File: src/rtl/sse_pkg.sv
`timescale 1ns / 1ps

package sse_pkg;

	// Permutation geometry
	localparam int STATE_SIZE = 256;
	localparam int IDX_W      = $clog2(STATE_SIZE);
	localparam int HALF_SIZE  = STATE_SIZE / 2;
	localparam int NIB_W      = 4;

	// Shuffle sequencing: whip, crush, whip, crush, whip
	localparam int WHIP_N  = 2 * STATE_SIZE;
	localparam int CNT_W   = $clog2(WHIP_N);
	localparam int HALF_W  = $clog2(HALF_SIZE);
	localparam int PH_W    = 3;
	localparam int PH_LAST = 4;

	// Operation codes carried by an input item
	typedef enum logic [1:0] {
		OP_INIT   = 2'd0,
		OP_ABSORB = 2'd1,
		OP_STOP   = 2'd2,
		OP_DRIP   = 2'd3
	} op_t;

	// Request from the sequencer to the permutation store
	typedef struct packed {
		logic             clr;
		logic             we;
		logic [IDX_W-1:0] waddr;
		logic [IDX_W-1:0] wdata;
		logic [IDX_W-1:0] raddr;
	} perm_req_t;

endpackage

File: src/rtl/sse_perm.sv
`timescale 1ns / 1ps

module sse_perm import sse_pkg::*; (
	input  logic             clk,
	input  logic             arst_n,
	input  perm_req_t        req,
	output logic [IDX_W-1:0] rdata
);

	logic [IDX_W-1:0]      mem [STATE_SIZE];
	logic [STATE_SIZE-1:0] vld_q;
	logic [IDX_W-1:0]      rd_mem_q;
	logic [IDX_W-1:0]      rd_addr_q;
	logic                  rd_vld_q;

	// Write one entry, read one entry with registered data
	always_ff @(posedge clk) begin
		if (req.we) begin
			mem[req.waddr] <= req.wdata;
		end
		rd_mem_q  <= mem[req.raddr];
		rd_addr_q <= req.raddr;
	end

	// Track written entries; an unwritten entry reads as its own index
	always_ff @(posedge clk or negedge arst_n) begin
		if (!arst_n) begin
			vld_q    <= '0;
			rd_vld_q <= 1'b0;
		end else begin
			if (req.clr) begin
				vld_q <= '0;
			end else if (req.we) begin
				vld_q[req.waddr] <= 1'b1;
			end
			rd_vld_q <= vld_q[req.raddr];
		end
	end

	assign rdata = rd_vld_q ? rd_mem_q : rd_addr_q;

endmodule

File: src/rtl/spritz_sponge_engine_core.sv
`timescale 1ns / 1ps
// Initialize and a plain absorb stop finish in idle; absorb byte swaps two nibbles in;
// a drip runs one update and then the output chain. A shuffle whips three times and
// crushes twice. The permutation store has a single read port, so every update steps
// through states U0 to U4 and every nibble swap through states N0 to N3.
// One item is in work at a time; a finished byte waits in an output register.
// Reset gives the identity permutation, stride 1 and all other registers zero.

module spritz_sponge_engine_core import sse_pkg::*; (
	input  logic       clk,
	input  logic       arst_n,
	input  logic       in_valid,
	output logic       in_ready,
	input  logic [1:0] operation,
	input  logic [7:0] data_byte,
	output logic       out_valid,
	input  logic       out_ready,
	output logic [7:0] stream_byte
);

	typedef enum logic [4:0] {
		ST_IDLE,
		ST_U0, ST_U1, ST_U2, ST_U3, ST_U4,
		ST_C0, ST_C1, ST_C2, ST_C3,
		ST_N0, ST_N1, ST_N2, ST_N3,
		ST_O0, ST_O1, ST_O2, ST_O3,
		ST_OUT
	} st_t;

	st_t              state_q;
	op_t              op_q;
	logic [IDX_W-1:0] i_q, j_q, k_q, z_q, a_q, w_q, t_q;
	logic [7:0]       byte_q;
	logic             nib_hi_q;
	logic             shuf_q;
	logic [PH_W-1:0]  phase_q;
	logic [CNT_W-1:0] cnt_q;
	logic             out_valid_q;
	logic [7:0]       stream_q;

	perm_req_t          req;
	logic [IDX_W-1:0]   rdata;
	logic [IDX_W-1:0]   add_a, add_b, add_sum;
	logic [NIB_W-1:0]   nib;
	logic [IDX_W-1:0]   nib_addr;
	logic [HALF_W-1:0]  crush_v;
	logic [IDX_W-1:0]   crush_lo, crush_hi;
	logic               accept;
	op_t                op_in;

	sse_perm u_perm (
		.clk    (clk),
		.arst_n (arst_n),
		.req    (req),
		.rdata  (rdata)
	);

	assign in_ready    = (state_q == ST_IDLE);
	assign out_valid   = out_valid_q;
	assign stream_byte = stream_q;
	assign accept      = in_valid && in_ready;
	assign op_in       = op_t'(operation);

	// Derive swap addresses for nibbles and crush pairs
	assign nib      = nib_hi_q ? byte_q[7:4] : byte_q[3:0];
	assign nib_addr = IDX_W'(HALF_SIZE) + IDX_W'(nib);
	assign crush_v  = cnt_q[HALF_W-1:0];
	assign crush_lo = {1'b0, crush_v};
	assign crush_hi = ~{1'b0, crush_v};

	// Shared index adder; it drives the read address
	assign add_sum = add_a + add_b;

	// Issue reads and writes to the permutation store
	always_comb begin
		add_a     = '0;
		add_b     = '0;
		req.clr   = 1'b0;
		req.we    = 1'b0;
		req.waddr = '0;
		req.wdata = '0;
		case (state_q)
			ST_IDLE: req.clr = accept && (op_in == OP_INIT);
			ST_U0: begin
				add_a = i_q;
				add_b = w_q;
			end
			ST_U1: begin
				add_a = j_q;
				add_b = rdata;
			end
			ST_U2: begin
				add_a = k_q;
				add_b = rdata;
			end
			ST_U3: begin
				req.we    = 1'b1;
				req.waddr = i_q;
				req.wdata = rdata;
			end
			ST_U4: begin
				req.we    = 1'b1;
				req.waddr = j_q;
				req.wdata = t_q;
			end
			ST_C0: add_a = crush_lo;
			ST_C1: add_a = crush_hi;
			ST_C2: begin
				req.we    = (t_q > rdata);
				req.waddr = crush_lo;
				req.wdata = rdata;
			end
			ST_C3: begin
				req.we    = 1'b1;
				req.waddr = crush_hi;
				req.wdata = t_q;
			end
			ST_N0: add_a = a_q;
			ST_N1: add_a = nib_addr;
			ST_N2: begin
				req.we    = 1'b1;
				req.waddr = a_q;
				req.wdata = rdata;
			end
			ST_N3: begin
				req.we    = 1'b1;
				req.waddr = nib_addr;
				req.wdata = t_q;
			end
			ST_O0: begin
				add_a = z_q;
				add_b = k_q;
			end
			ST_O1: begin
				add_a = i_q;
				add_b = rdata;
			end
			ST_O2: begin
				add_a = j_q;
				add_b = rdata;
			end
			default: ;
		endcase
		req.raddr = add_sum;
	end

	// Sequencer: state, sponge registers and the output register
	always_ff @(posedge clk or negedge arst_n) begin
		if (!arst_n) begin
			state_q     <= ST_IDLE;
			op_q        <= OP_INIT;
			i_q         <= '0;
			j_q         <= '0;
			k_q         <= '0;
			z_q         <= '0;
			a_q         <= '0;
			w_q         <= IDX_W'(1);
			t_q         <= '0;
			byte_q      <= '0;
			nib_hi_q    <= 1'b0;
			shuf_q      <= 1'b0;
			phase_q     <= '0;
			cnt_q       <= '0;
			out_valid_q <= 1'b0;
			stream_q    <= '0;
		end else begin
			if (out_valid_q && out_ready && (state_q != ST_OUT)) begin
				out_valid_q <= 1'b0;
			end
			case (state_q)
				ST_IDLE: begin
					if (accept) begin
						op_q     <= op_in;
						byte_q   <= data_byte;
						nib_hi_q <= 1'b0;
						phase_q  <= '0;
						cnt_q    <= '0;
						case (op_in)
							OP_INIT: begin
								i_q <= '0;
								j_q <= '0;
								k_q <= '0;
								z_q <= '0;
								a_q <= '0;
								w_q <= IDX_W'(1);
							end
							OP_ABSORB: begin
								if (a_q == IDX_W'(HALF_SIZE)) begin
									shuf_q  <= 1'b1;
									state_q <= ST_U0;
								end else begin
									state_q <= ST_N0;
								end
							end
							OP_STOP: begin
								if (a_q == IDX_W'(HALF_SIZE)) begin
									shuf_q  <= 1'b1;
									state_q <= ST_U0;
								end else begin
									a_q <= a_q + IDX_W'(1);
								end
							end
							default: begin
								shuf_q  <= (a_q != '0);
								state_q <= ST_U0;
							end
						endcase
					end
				end
				// One update of i, j, k and the swap
				ST_U0: begin
					i_q     <= add_sum;
					state_q <= ST_U1;
				end
				ST_U1: begin
					t_q     <= rdata;
					state_q <= ST_U2;
				end
				ST_U2: begin
					j_q     <= add_sum;
					state_q <= ST_U3;
				end
				ST_U3: begin
					k_q     <= i_q + k_q + rdata;
					state_q <= ST_U4;
				end
				ST_U4: begin
					if (!shuf_q) begin
						state_q <= ST_O0;
					end else if (cnt_q == CNT_W'(WHIP_N - 1)) begin
						w_q   <= w_q + IDX_W'(2);
						cnt_q <= '0;
						if (phase_q == PH_W'(PH_LAST)) begin
							// Shuffle done: resume the held operation
							shuf_q <= 1'b0;
							case (op_q)
								OP_ABSORB: begin
									a_q     <= '0;
									state_q <= ST_N0;
								end
								OP_STOP: begin
									a_q     <= IDX_W'(1);
									state_q <= ST_IDLE;
								end
								default: begin
									a_q     <= '0;
									state_q <= ST_U0;
								end
							endcase
						end else begin
							phase_q <= phase_q + PH_W'(1);
							state_q <= ST_C0;
						end
					end else begin
						cnt_q   <= cnt_q + CNT_W'(1);
						state_q <= ST_U0;
					end
				end
				// Crush: order each mirrored pair
				ST_C0: state_q <= ST_C1;
				ST_C1: begin
					t_q     <= rdata;
					state_q <= ST_C2;
				end
				ST_C2, ST_C3: begin
					if ((state_q == ST_C2) && (t_q > rdata)) begin
						state_q <= ST_C3;
					end else if (crush_v == HALF_W'(HALF_SIZE - 1)) begin
						cnt_q   <= '0;
						phase_q <= phase_q + PH_W'(1);
						state_q <= ST_U0;
					end else begin
						cnt_q   <= cnt_q + CNT_W'(1);
						state_q <= ST_C0;
					end
				end
				// Absorb one nibble into the upper half
				ST_N0: state_q <= ST_N1;
				ST_N1: begin
					t_q     <= rdata;
					state_q <= ST_N2;
				end
				ST_N2: state_q <= ST_N3;
				ST_N3: begin
					a_q <= a_q + IDX_W'(1);
					if (nib_hi_q) begin
						state_q <= ST_IDLE;
					end else begin
						nib_hi_q <= 1'b1;
						if (a_q == IDX_W'(HALF_SIZE - 1)) begin
							shuf_q  <= 1'b1;
							state_q <= ST_U0;
						end else begin
							state_q <= ST_N0;
						end
					end
				end
				// Output chain of three dependent reads
				ST_O0: state_q <= ST_O1;
				ST_O1: state_q <= ST_O2;
				ST_O2: state_q <= ST_O3;
				ST_O3: begin
					z_q     <= rdata;
					state_q <= ST_OUT;
				end
				// Hold the byte until the output register is free
				ST_OUT: begin
					if (!out_valid_q || out_ready) begin
						out_valid_q <= 1'b1;
						stream_q    <= z_q;
						state_q     <= ST_IDLE;
					end
				end
				default: state_q <= ST_IDLE;
			endcase
		end
	end

	// The absorb count never passes half the state
	a_count_bound: assert property (@(posedge clk) disable iff (!arst_n)
		a_q <= IDX_W'(HALF_SIZE))
		else $error("absorb count above half state");

	// Stride stays odd across whips
	w_odd: assert property (@(posedge clk) disable iff (!arst_n)
		w_q[0])
		else $error("stride lost its odd value");

	// No shuffle is pending once the block takes items
	idle_no_shuffle: assert property (@(posedge clk) disable iff (!arst_n)
		in_ready |-> !shuf_q)
		else $error("shuffle flag left set in idle");

	// A result appears only after the output chain
	out_from_chain: assert property (@(posedge clk) disable iff (!arst_n)
		$rose(out_valid_q) |-> $past(state_q == ST_OUT))
		else $error("result raised outside the output step");

	// The store is cleared only from idle and never written there
	idle_no_write: assert property (@(posedge clk) disable iff (!arst_n)
		(state_q == ST_IDLE) |-> !req.we)
		else $error("permutation written in idle");

endmodule

File: config.mk
export PLATFORM = sky130hd
export DESIGN_NAME = spritz_sponge_engine_core
export DESIGN_NICKNAME = d
export VERILOG_FILES = /design/src/rtl/sse_pkg.sv /design/src/rtl/sse_perm.sv /design/src/rtl/spritz_sponge_engine_core.sv
export SDC_FILE = /design/constraint.sdc
export NUM_CORES = 2
export LEC_CHECK = 0
export ABC_AREA = 1
export BUFFER_PORTS_ARGS = -buffer_cell sky130_fd_sc_hd__buf_2
export CAP_MARGIN = 20
export CELL_PAD_IN_SITES_DETAIL_PLACEMENT = 0
export CELL_PAD_IN_SITES_GLOBAL_PLACEMENT = 1
export CORE_MARGIN = 1.5
export CORE_UTILIZATION = 52
export CTS_CLUSTER_DIAMETER = 150
export DETAILED_ROUTE_END_ITERATION = 7
export PLACE_DENSITY = 0.86
export SLEW_MARGIN = 10
export SYNTH_ARGS = -nofsm -noshare
export SYNTH_HDL_FRONTEND = slang
export SYNTH_SLANG_ARGS = --single-unit
File: constraint.sdc
create_clock -name clk -period 11.9 [get_ports clk]
set_input_delay 2.38 -clock clk [delete_from_list [all_inputs] [get_ports clk]]
set_output_delay 2.38 -clock clk [all_outputs]
set_load 0.02 [all_outputs]
# Word-level counts from Yosys, hierarchy flattened

Memory sizes are Yosys's and may differ from the RTL's. A register that Yosys moved wholly into a read port is not among the register bits.
Index checks and enable logic that the tools add are counted.

Register bits after elaboration: 359
Memory bits (writable): 2048
Input port bits: 14
Memories kept: 1

Memory list:

| name       | depth | bits a word | rd ports | clocked after memory_dff | write ports | line           | text |
|---|---|---|---|---|---|---|---|
| u_perm.mem | 256   | 8           | 1        | 1                        | 1           | sse_perm.sv:10 | `logic [IDX_W-1:0] mem [STATE_SIZE];` |

$add $sub $neg: 8
Magnitude comparators: 4
Equal/unequal tests: 44
Multiplexer cells: 74
Bitwise logic cells: 2
Reduce and logical (&&, ||, !) cells: 39

Operators with widths:

| operator           | count |
|---|---|
| $mux 256           | 2 |
| $or 256x256->256   | 1 |
| $pmux 17 s6        | 1 |
| $mux 8             | 12 |
| $pmux 8 s2         | 6 |
| $pmux 5 s18        | 1 |
| $pmux 8 s8         | 1 |
| $pmux 8 s3         | 2 |
| $mux 9             | 5 |
| $eq 5x4->1 const B | 8 |
| $mux 5             | 6 |
| $pmux 9 s3         | 1 |
| $add 8x8->8        | 3 |
| $mux 3             | 7 |
| $eq 5x3->1 const B | 4 |
| $mux 4             | 5 |
| $ne 2x2->1 const B | 10 |
| $lt 8x9->1 const B | 2 |
| $mux 1             | 17 |
| $eq 5x5->1 const B | 3 |
| $pmux 5 s3         | 1 |
| $reduce_and 7->1   | 2 |
| $reduce_bool 2->1  | 7 |
| $reduce_and 3->1   | 4 |
| 42 further kinds   | 60 |

# Depth between registers and ports, before layout

Word-level depth: 10
Gate-level depth with buffers: 26
Depth with buffers taken out: 24

# Hierarchy

From an unflattened synthesis, not the netlist that was laid out.

Cell total of the unflattened synthesis: 9302
Area total of the unflattened synthesis: 101139.5 um^2

By module, submodules not included:

| module                    | times used | cells each | area each (um^2) |
|---|---|---|---|
| sse_perm                  | 1          | 8411       | 94642.0 |
| spritz_sponge_engine_core | 1          | 891        | 6497.5 |

# Worst setup path before layout

Ideal clock, no wire load.

Path kind: register to register
From: reg state_q[4]
To: mem u_perm.mem[0][0] (netlist bit) (data pin)
Setup time: 1.585 ns
Data arrival time: 8.122 ns
Data required time: 10.315 ns
Path slack: 2.193 ns
Cell stages (with the launch flop): 8
Period minus slack after synthesis: 9.707 ns
Path through: dfrtp_1 -> buf_2 -> nor2_2 -> nand2_1 -> nor2_1 -> buf_2 -> nor3_1 -> o22ai_1

RTL lines:

| what                   | line                             | text |
|---|---|---|
| from (decl)            | spritz_sponge_engine_core.sv:30  | `st_t state_q;` |
| from (signal assigned) | spritz_sponge_engine_core.sv:150 | `state_q <= ST_IDLE;` |
| from (signal assigned) | spritz_sponge_engine_core.sv:190 | `state_q <= ST_U0;` |
| from (signal assigned) | spritz_sponge_engine_core.sv:192 | `state_q <= ST_N0;` |
| to (decl)              | sse_perm.sv:10                   |  |

# Worst setup path after layout

From: reg state_q[4]
To: reg u_perm.rd_mem_q[6] (read register of u_perm.mem)

Cells in the longest elaborated chain, start to end: 4

Ends and longest elaborated chain:

| what                                                         | line                            | text |
|---|---|---|
| $eq 5x5->1, or another cell as far along                     | spritz_sponge_engine_core.sv:82 | `case (state_q)` |
| $reduce_or 2->1 (no line) or $reduce_or 4->1 (tied branches) | -                               |  |
| $pmux 8 s8 or $pmux 8 s3 (tied branches)                     | spritz_sponge_engine_core.sv:82 |  |
| $add 8x8->8 *                                                | spritz_sponge_engine_core.sv:72 | `assign add_sum = add_a + add_b;` |
| to (decl)                                                    | sse_perm.sv:12                  | `logic [IDX_W-1:0] rd_mem_q;` |

Every way passes the cells marked *; elsewhere a longest branch is shown, timed or not.
A chain may end at the register's enable or synchronous reset.

==> metrics.cfg <==
[outcome]
status = finished clean

[yosys]
synth_fp_nets = 8864
avgSynthCellArea_um2 = 11.3
synth_top_area_share_pct = 61.6
ys.warnings.count = 0
synth_top_area_cell = edfxtp_1
synthTopCellsByArea = edfxtp_1, dfrtp_1, nor2_1, o21ai_0, nand2_1
postSynth.asyncResetShare_pct = 14.5
synth-seq-area-share_pct = 70.7
synth_cell_types = 55
synth_edf_count = 2048
netlist_area_mm2 = 0.0999
synth-seq-cells = 2415
synth-main-ff-cell = edfxtp_1
syn_inst = 8808

[clock_network]
cts_num_sinks = 2415
post_cts_resize_count = 0
clk_pin_slew_ns = 0.06
postCtsSetupBuffers = 0
cts-htree-levels = 4
cts-buffers-inserted = 233
clockBufferDepth = 3
clk_latency_ns = 0.89
clockRootBuffer = clkbuf_16
cts_tree = done
cts_hold_buf = 0

[detailed_routing]
wl_per_cell_um = 25.6
remaining_drc_errors = 0
ant_nets = 0
routed_via_density = 6.21
route.vias.total = 70300
drt_wl_total_um = 290000
drt_iter0_markers = 8920
firstDrtPassIters = 7

[floorplan]
fp.coreArea_mm2 = 0.191
die_w_um = 441
rows = 160
start_util_pct = 52.4
die_h_um = 441
dieArea_mm2 = 0.195
num_io_pins = 24

[place]
portBuffers = 23
hpwlAfterDp_um = 156000
place_ws_ns = 4.95
place_congestion = 0.917

[final_layout]
final_cell_mix = edfxtp_1, nor2_1, o21ai_0, nand2_1, nand3_1
syn_to_final_growth_pct = 10.3
seqCellArea_mm2 = 0.0706
layout_commonest_cell = edfxtp_1
drive_gt1_share_pct = 7.02
post-route-util_pct = 57.8
multi_input_area_mm2 = 0.0257
fillers = 15300
nets = 8651

[sta]
rsz0062_at_grt = no
slew_violations = 0
tns_ns = 0
skew_ns = 0.0396
hold_viol = 0
timing.final.crit_share_pct = 60.2
max_freq_mhz = 140
relSlewSlack_pct = 19.8
max_slew.worst_pin.slew_ns = 1.20
fin_crit_ns = 7.17
setup_viol = 0
fin_ws_ns = 4.73

[global_routing]
antenna_found_initial = 5
grt_pass1_wl_um = 431000
gr-total-overflow = 0
grt_pass1_vias = 67100
grt_max_degree = 224
grt_usage_pct = 29.6

[worst_hold_path]
worstHoldPathType = reg -> reg

[worst_setup_path]
critPathLaunchType = flip-flop
required_ns = 12.72
cpMaxStageDelayCell = buf_4
crit_type = reg -> reg
critical_path.endpoint_type = flip-flop
crit_chain = inv_1 > nand3_1 > o21ai_1 > nor2_2 > nand2_2 > ha_4 > buf_4 > buf_12 > buf_4 > o21ai_0 > o22ai_1 > nand2_1 > nand3_1 > a32o_1 > o21ai_0 > inv_1 > o21ai_1 > a31oi_1
cp_data_arrival_time_ns = 7.98
cp_slowest_stage_delay_ns = 0.94
path_max_fanout = 223

[job]
drv_cap = 0

[stage by stage]
step	hold WS [ns]	cell area (um2)	cells
after floorplan	0.442	99900	8808
after global placement	0.468	102000	10900
after detailed placement	0.475	102000	10900
after CTS	0.490	110000	11300
after global routing	0.501	110000	11300
final	0.487	110000	11300
[sequential cells by signal (all words and copies together) (netlist names)]
register          count
t_q                   8
i_q                   8
op_q                  2
phase_q               3
nib_hi_q              1
out_valid             1
state_q               5
w_q                   8
u_perm.rd_vld_q       1
z_q                   8
u_perm.rd_addr_q      8
stream_byte           8
byte_q                8
shuf_q                1
u_perm.vld_q        256
a_q                   8
cnt_q                 9
k_q                   8
u_perm.mem         2048
u_perm.rd_mem_q       8
j_q                   8
[final timing paths]
path,startpoint,end,slack [ns],cells after the start
worst max-delay path,state_q[4]$_DFFE_PN0P_,u_perm.rd_mem_q[6]$_DFF_P_,4.73,18
worst min-delay path,stream_byte[7]$_DFFE_PN0P_,stream_byte[7]$_DFFE_PN0P_,0.49,2
worst max register to register,state_q[4]$_DFFE_PN0P_,u_perm.rd_mem_q[6]$_DFF_P_,4.73,18
worst min register to register,stream_byte[7]$_DFFE_PN0P_,stream_byte[7]$_DFFE_PN0P_,0.49,2
max in group asynchronous,arst_n,u_perm.vld_q[162]$_DFFE_PN0P_,8.06,4
min in group asynchronous,arst_n,phase_q[0]$_DFFE_PN0P_,1.49,1
[final cells by class]
| class | instances | share of cell area [%] |
|---|---|---|
| Sequential cell | 2415 | 64.1 |
| Multi-Input combinational cell | 5412 | 23.3 |
| Clock buffer | 315 | 5.84 |
| Tap cell | 2511 | 2.85 |
| Clock inverter | 132 | 1.43 |
| Inverter | 406 | 1.41 |
| Timing Repair Buffer | 127 | 1.07 |
| Antenna cell | 4 | 0.00909 |
[synthesized netlist by cell type, types with 4 or more instances]
| master | count |
|---|---|
| edfxtp_1 | 2048 |
| nor2_1 | 1765 |
| o21ai_0 | 1135 |
| nand2_1 | 980 |
| nand3_1 | 601 |
| o22ai_1 | 560 |
| clkbuf_1 | 449 |
| inv_1 | 356 |
| dfrtp_1 | 350 |
| o21a_1 | 73 |
| buf_2 | 62 |
| buf_1 | 52 |
| inv_2 | 45 |
| ha_1 | 33 |
| a21oi_1 | 31 |
| a31oi_1 | 26 |
| o211ai_1 | 25 |
| nor3_1 | 21 |
| nor2_2 | 20 |
| a32o_1 | 16 |
| dfxtp_1 | 16 |
| o21ai_1 | 13 |
| o221ai_1 | 13 |
| buf_6 | 12 |
| fa_1 | 9 |
| or2_2 | 9 |
| a221oi_1 | 7 |
| nand2_2 | 7 |
| nand4_1 | 7 |
| nor3_2 | 7 |
| xor2_1 | 7 |
| nand3b_1 | 6 |
| nor4_1 | 6 |
| clkinv_1 | 4 |
| nor3b_1 | 4 |
[cells by family after synthesis]
logic type,count (synthesis),synth area share [%]
and+or+nand+nor,3446,14.0
buffers and inverters,981,3.86
AOI/OAI and AO/OA,1915,10.8
adders and majority gates,42,0.594
xor gates and xnor gates,9,0.0789
DFF,2415,70.7
[routing by layer]
layer | up-vias | track usage [%] | wire length [um]
met5 | - | 0 | 42
met4 | 6 | 13.0 | 13200
met3 | 659 | 6.03 | 31300
met2 | 4083 | 45.6 | 133000
met1 | 34800 | 41.0 | 113000
li1 | 30800 | - | -
[critical path, delay by kind of cell (launching register included)]
| kind | cells | cell delay [ns] |
|---|---|---|
| AND/OR/NAND/NOR | 5 | 1.06 |
| buffers and inverters | 5 | 2.73 |
| AO/OA/AOI/OAI | 7 | 1.66 |
| flip-flops | 1 | 0.58 |
| adder cells (fa/ha/maj) | 1 | 0.70 |
Power is left out: the tool's default activity adds up to more than one toggle a clock period on the data nets, which glitch-free logic cannot reach.
